File: src/hdl/ascc_ram.sv
`default_nettype none

module ascc_ram #(
  parameter int WIDTH = 64,
  parameter int DEPTH = 16,
  localparam int AW = (DEPTH > 1) ? $clog2(DEPTH) : 1
) (
  input  logic             clk,
  input  logic             we,
  input  logic [AW-1:0]    waddr,
  input  logic [WIDTH-1:0] wdata,
  input  logic             re,
  input  logic [AW-1:0]    raddr,
  output logic [WIDTH-1:0] rdata
);

  logic [WIDTH-1:0] mem [DEPTH];

  always_ff @(posedge clk) begin
    if (we) begin
      mem[waddr] <= wdata;
    end
    if (re) begin
      rdata <= mem[raddr];
    end
  end

endmodule

`default_nettype wire

File: config.mk
export PLATFORM = sky130hd
export DESIGN_NAME = ascc_ram
export DESIGN_NICKNAME = d
export VERILOG_FILES = /design/src/hdl/ascc_ram.sv
export SDC_FILE = /design/constraint.sdc
export NUM_CORES = 1
export LEC_CHECK = 0
export BUFFER_PORTS_ARGS = -buffer_cell sky130_fd_sc_hd__buf_2
export CORE_UTILIZATION = 55
export CTS_CLUSTER_DIAMETER = 200
export DETAILED_ROUTE_END_ITERATION = 10
export GPL_TIMING_DRIVEN = 0
export PLACE_DENSITY = 0.71
export SLEW_MARGIN = 20
export SYNTH_ARGS = -nofsm -noshare
export SYNTH_HDL_FRONTEND = slang
export SYNTH_SLANG_ARGS = --single-unit
File: constraint.sdc
create_clock -name clk -period 14.2 [get_ports clk]
set_input_delay 1.42 -clock clk [delete_from_list [all_inputs] [get_ports clk]]
set_output_delay 1.42 -clock clk [all_outputs]
set_load 0.005 [all_outputs]
Word-level counts from Yosys, hierarchy flattened

Memories as Yosys holds them, arrays and structs flattened. A register that Yosys moved wholly into a read port is not among the register bits.
Cells that the tools add are included.

Output and inout port bits: 64
Memories kept: 1
Memory bits (writable): 1,024
Bits of input ports: 75
Register bits after elaboration: 0
Word-level logic and storage cells: 3

Multiplexer cells: 2

Memories:

| memory | depth | bits a word | rd ports | clocked after Yosys merged registers in | wr ports | line | source |
|---|---|---|---|---|---|---|---|
| mem    | 16    | 64          | 1        | 1                                       | 1        | 17   | `logic [WIDTH-1:0] mem [DEPTH];` |

Operator list:

| operator | number |
|---|---|
| $mux 1   | 2 |

Logic depth before layout (Yosys ltp)

Gate-level depths: netlist of run 1.

Depth in word-level cells: 2
Gate-level depth with buffers: 6
Gate-level depth less buffers: 3

Worst setup path after synthesis of run 1

Ideal clock, no wire load.

Path type: input to register
From: input port waddr[2]
To: memory mem[0][0] (enable)
Required time: 13.635 ns
Arrival time: 6.283 ns
Path buffers: 0
Cell stages on the path: 2
Path slack: 7.351 ns
Cell sequence: or3b_2 -> nor3_1

RTL lines:

| element            | line | source |
|---|---|---|
| start: declaration | 10   | `input logic [AW-1:0] waddr,` |
| end: declaration   | 17   |  |

Straight into the memory's write port.

Worst setup path after layout of run 1

From: input port we
To: memory mem[12][53] (enable)

Word-level cells in the longest chain between the ends: 2

Ends and longest elaborated chain:

| element                      | line | source |
|---|---|---|
| start: declaration           | 9    | `input logic we,` |
| $mux 1                       | 20   | `if (we) begin` |
| $mux 1 (implied by the code) | 21   | `mem[waddr] <= wdata;` |

No other way between the ends.

==> flow_metrics.py, run 1 <==
metrics = {
    "status": {
        "outcome": "completed",
    },
    "layout": {
        "final_area_um2": 46980,
        "drive_gt1_frac": 0.3248,
        "final_cell_mix": "1088 x edfxtp_1, 256 x mux4_2, 148 x buf_2",
        "final_common_cell": "edfxtp_1",
        "fill_cells": 4469,
        "stdcell_count": 3017,
        "nets": 2050,
        "final_util": 0.6527,
        "syn_to_final_growth_pct": 16.79,
    },
    "die": {
        "start_util": 0.5588,
        "rows": 98,
        "core_area_um2": 71980,
        "pin_count": 139,
        "die-width_um": 272.4,
        "die_y_um": 272.4,
        "die_area_um2": 74220,
    },
    "hold_path": {
        "hold_path_class": "reg2reg",
        "worstHoldEndpoint": "rdata[48]",
        "whs_path_depth": 3,
        "min_from": "mem[14][48]",
    },
    "pwr": {
        "power_mw": 6.669,
        "internal_power_mw": 5.307,
        "switching_power_mw": 1.362,
        "comb_power_share": 0.050,
        "pwr-share-clk": 0.405,
        "netSwitchingFraction": 0.2043,
        "power.leakage_nw": 15.16,
        "peakVddDrop_v": 0.0001035,
        "power.density_nw_per_um2": 142.0,
        "power_frac_seq": 0.545,
    },
    "timing": {
        "setup_violations": 0,
        "worst_pin_slew_ps": 1149,
        "period_share": 0.2308,
        "fin_setup_tns_ps": 0,
        "period_needed_ps": 3278,
        "fmax_mhz": 305.1,
        "slew_violations": 0,
        "fin_worst_skew_ps": 24.49,
        "relSlewSlack": 0.2314,
        "rsz0062_at_grt": "no",
        "hold_violations": 0,
        "worst_slack_ps": 10920,
        "hold-worst-slack_ps": 745.3,
    },
    "logic_synthesis": {
        "yosys.area.top_type": "edfxtp_1",
        "synth_seq_cells": 1088,
        "synth_area_leaders": "edfxtp_1 81%, mux4_2 14%, a22oi_1 2.4%",
        "yosysSeqAreaShare": 0.8123,
        "yosys.area.top_type_share": 0.8123,
        "yosysWarnings": 0,
        "syn_area_per_cell_um2": 24.42,
        "synth_edf_count": 1088,
        "netlist_instances": 1647,
        "synth_cell_types": 17,
        "async_reset_ff_frac": 0,
        "synth_top_flop_cell": "edfxtp_1",
        "syn_nets": 1722,
        "synth_area_um2": 40220,
    },
    "job": {
        "cap_violations": 0,
    },
    "worst_setup_path": {
        "start_kind": "primary input",
        "crit-reg2reg-launch": "mem[3][19]",
        "timing.rr.end": "rdata[19]",
        "crit_required_ps": 14550,
        "critPathCaptureType": "flip-flop",
        "regToRegSetupSlack_ps": 12550,
        "worstSetupPathType": "in2reg",
        "crit_arrival_ps": 3630,
        "path_max_fanout": 10,
        "r2r_cells": 3,
    },
    "detailed_routing": {
        "routed-via-count": 18900,
        "vias_per_cell": 6.265,
        "drt-wirelength-per-cell_um": 29.40,
        "route.met3.wl_mm": 6.967,
        "wl_mm": 88.71,
        "drcViolationCount": 0,
        "wl_met2_mm": 44.37,
        "wl_met1_mm": 34.85,
        "drt_iter0_markers": 2068,
        "ant_nets": 0,
        "first_pass_iters": 8,
        "dr.max_layer_used": "met5",
    },
    "clock_tree": {
        "cts_htree_levels": 3,
        "path_clk_slew_ps": 60,
        "cts_tree": "built",
        "clk_path_buf_depth": 3,
        "post_cts_buffers": 0,
        "cts-resized-gates": 0,
        "numCtsBuffers": 106,
        "clock_latency_ps": 670,
        "root_buffer": "clkbuf_16",
        "postCtsHoldBufs": 0,
        "cts.sinks": 1088,
    },
    "global_routing": {
        "grtUsageTotal": 0.2453,
        "overflow": 0,
        "grt_pass1_wl_mm": 130.5,
        "grt_max_degree": 37,
        "antenna_found_initial": 10,
        "grt_pass1_vias": 19980,
    },
    "place": {
        "dp_hpwl_mm": 55.54,
        "dp_cells": 2817,
        "io_buffers": 136,
        "pre_cts_ws_ps": 10310,
        "place_area_um2": 43630,
        "gp_congestion": 0.7187,
    },
}
[cell usage after synthesis (2+ instances only)]
library cell,count
nor2_1,13
buf_1,16
buf_6,13
nand2_1,65
nor3_1,4
buf_2,13
a22oi_1,128
edfxtp_1,1088
nor2b_1,2
nand3b_1,2
nand2b_1,2
buf_4,6
clkbuf_1,36
mux4_2,256
[power groups by stage]
stage                     Clock (mW)  Sequential [mW]  Combinational, mW
after floorplan                    0             3.70              0.171
after global placement             0             3.71              0.304
after detailed placement           0             3.70              0.331
after CTS                       2.74             3.64              0.335
after global routing            2.86             3.64              0.353
final                           2.70             3.64              0.331
[per-layer routing]
metal | GRT usage | up-vias
met4 | 0.08146 | 14
met5 | 0 | -
met3 | 0.04293 | 181
met1 | 0.3405 | 10020
li1 | - | 7791
met2 | 0.4003 | 892
[worst max-delay path by stage]
| stage | from | to | slack [ps] |
|---|---|---|---|
| 2_1_floorplan | waddr[2] | mem[0][0] | 7350 |
| 3_3_place_gp | waddr[2] | mem[0][54] | 2350 |
| 3_5_place_dp | we | mem[12][53] | 10310 |
| 4_1_cts | we | mem[12][53] | 10950 |
| 5_1_grt | we | mem[12][53] | 10880 |
| 6_report | we | mem[12][53] | 10920 |
[critical path, cell delays in order]
cell     delay, ps
buf_2          120
nand3_1        310
nor3_2         800
buf_4          350
buf_4          240
buf_4          220
buf_6          150
[final cells by class]
cell class / count / area [µm²] / share of cell area
tap: 950 / 1189 / 0.02530
multi-input combinational: 475 / 7209 / 0.1535
timing repair buffer: 220 / 2107 / 0.04485
antenna: 4 / 10.01 / 0.0002131
clock inverter: 63 / 499.2 / 0.01063
buffer: 84 / 451.7 / 0.009615
sequential: 1088 / 32670 / 0.6955
clock buffer: 133 / 2839 / 0.06043
[cell families (layout without fill, tap and decap cells)]
group	after synthesis	in the layout	share of synthesized area
compound gates	128	128	0.02389
buf+inv	84	500	0.01123
simple gates	91	91	0.009270
mux	256	256	0.1433
flops	1088	1088	0.8123
other cells	0	4	0
[registers in the layout (all words and copies together) (netlist names)]
| register | cells |
|---|---|
| mem | 1024 |
| rdata | 64 |
(Power assumes the default switching activity.)
==> inputs of run 2 (changes only) <==
==> constraint.sdc (replaced) <==
create_clock -name clk -period 3.08 [get_ports clk]
set_input_delay 0.308 -clock clk [delete_from_list [all_inputs] [get_ports clk]]
set_output_delay 0.308 -clock clk [all_outputs]
set_load 0.005 [all_outputs]
==> run 2 against run 1 <==
Effect of this change: power grew to 4.6 times the previous value; global-route usage grew 0.36 points; combinational power grew to 4.7 times the previous value; routed wire length grew 1.2%; utilization grew 0.30 points; highest routed layer unchanged.
==> flow_metrics.py, run 2 (synthesis gave the netlist of run 1 again) <==
metrics = {
    "pwr": {
        "power.leakage_nw": 15.19,
        "power_frac_seq": 0.544,
        "power_mw": 30.83,
        "peakVddDrop_v": 0.0004474,
        "pwr-share-clk": 0.406,
        "switching_power_mw": 6.307,
        "comb_power_share": 0.050,
        "internal_power_mw": 24.52,
        "netSwitchingFraction": 0.2046,
        "power.density_nw_per_um2": 653.3,
    },
    "timing": {
        "hold-worst-slack_ps": 34.46,
        "hold_violations": 0,
        "period_needed_ps": 1827,
        "worst_slack_ps": 1253,
        "setup_violations": 0,
        "fmax_mhz": 547.3,
        "worst_pin_slew_ps": 914.4,
        "fin_worst_skew_ps": 31.95,
        "relSlewSlack": 0.3904,
        "period_share": 0.5933,
        "rsz0062_at_grt": "no",
        "slew_violations": 0,
    },
    "clock_tree": {
        "clk_path_buf_depth": 3,
        "numCtsBuffers": 104,
        "cts_tree": "built",
        "clock_latency_ps": 670,
        "root_buffer": "clkbuf_16",
        "cts.sinks": 1088,
        "post_cts_buffers": 0,
        "path_clk_slew_ps": 70,
        "cts_htree_levels": 3,
    },
    "worst_setup_path": {
        "max_stage_delay_ps": 640,
        "crit_arrival_ps": 2310,
        "path_buf_inv": 3,
        "critPathTopFamily": "buffers and inverters",
        "cp_cell_sequence": "buf_2 -> nor2b_1 -> clkbuf_1 -> clkbuf_1 -> a22oi_1 -> nand2_1",
        "start_kind": "primary input",
        "critPathCaptureType": "flip-flop",
        "worstSetupPathType": "in2reg",
        "cp_num_cells": 6,
        "critPathSlowestCell": "clkbuf_1",
        "worst_path_most_repeated_cell": "clkbuf_1",
        "crit_required_ps": 3560,
        "path_max_fanout": 10,
        "r2r_cells": 3,
    },
    "layout": {
        "top_register": "mem",
        "regArea_um2": 32670,
        "syn_to_final_growth_pct": 17.33,
        "final_cell_mix": "1088 x edfxtp_1, 256 x mux4_2, 148 x buf_2",
        "multi_input_area_um2": 7237,
        "final_area_um2": 47190,
        "fill_cells": 4448,
        "nets": 2050,
        "drive_gt1_frac": 0.3164,
        "reg.largest.list": "mem (1024), rdata (64)",
        "largest_register_ffs": 1024,
        "final_common_cell": "edfxtp_1",
    },
    "job": {
        "cap_violations": 0,
    },
    "global_routing": {
        "grt_pass1_vias": 20070,
        "grtUsageTotal": 0.2490,
        "grt_max_degree": 44,
        "grt_pass1_wl_mm": 132.3,
        "overflow": 0,
        "antenna_found_initial": 8,
    },
    "detailed_routing": {
        "wl_met1_mm": 35.58,
        "ant_nets": 0,
        "wl_mm": 89.81,
        "dr.max_layer_used": "met5",
        "drt-wirelength-per-cell_um": 29.79,
        "vias_per_cell": 6.343,
        "route.met3.wl_mm": 7.826,
        "drcViolationCount": 0,
        "first_pass_iters": 6,
        "routed-via-count": 19130,
        "wl_met2_mm": 44.13,
        "drt_iter0_markers": 2322,
    },
    "die": {
        "die-width_um": 272.4,
        "core_area_um2": 71980,
        "start_util": 0.5588,
        "die_area_um2": 74220,
        "rows": 98,
        "die_y_um": 272.4,
        "pin_count": 139,
    },
    "status": {
        "outcome": "completed",
    },
    "hold_path": {
        "whs_path_depth": 1,
        "hold_path_class": "in2reg",
    },
    "place": {
        "dp_hpwl_mm": 55.79,
        "gp_congestion": 0.7138,
        "pre_cts_ws_ps": 600.2,
        "io_buffers": 136,
        "place_area_um2": 43660,
    },
}
-- run 2: cell type report --
cell class / count / area share
clock inverter: 65 / 0.01254
timing repair buffer: 222 / 0.04894
clock buffer: 127 / 0.05788
multi-input combinational: 475 / 0.1534
sequential: 1088 / 0.6923
buffer: 84 / 0.009571
antenna: 4 / 0.0002121
tap: 950 / 0.02519
-- run 2: worst paths after layout --
kind,endpoint,from,slack (ps)
max,rdata[51],raddr[3],1250
min,mem[1][14],wdata[14],30
max reg2reg,rdata[42],mem[11][42],1490
min reg2reg,rdata[54],mem[12][54],740
-- run 2: metal layers --
layer	vias up	GRT usage
li1	7799	-
met1	10180	0.3596
met2	967	0.3941
met3	163	0.04320
met4	12	0.07821
met5	-	0
-- run 2: what timing repair did --
action / in CTS / in global routing
gates resized for setup: 0 / 0
endpoints found under the hold margin: 188 / 0
setup endpoints to repair: 0 / 0
hold buffers: 20 / 0
-- run 2: per-stage QoR --
step / util / cells / setup TNS (ps)
2_1_floorplan: - / 1647 / -221700
3_3_place_gp: 0.5856 / 2733 / -2274440
3_5_place_dp: 0.6066 / 2799 / 0
4_1_cts: 0.6555 / 3011 / 0
5_1_grt: 0.6555 / 3011 / 0
6_report: 0.6557 / 3015 / 0
-- run 2: power by group through the flow --
| stage | logic [mW] | registers [mW] | clock network [mW] |
|---|---|---|---|
| 2_1_floorplan | 0.794 | 17.1 | 0 |
| 3_3_place_gp | 1.42 | 17.1 | 0 |
| 3_5_place_dp | 1.54 | 17.1 | 0 |
| 4_1_cts | 1.58 | 16.8 | 12.7 |
| 5_1_grt | 1.66 | 16.8 | 13.2 |
| 6_report | 1.55 | 16.8 | 12.5 |
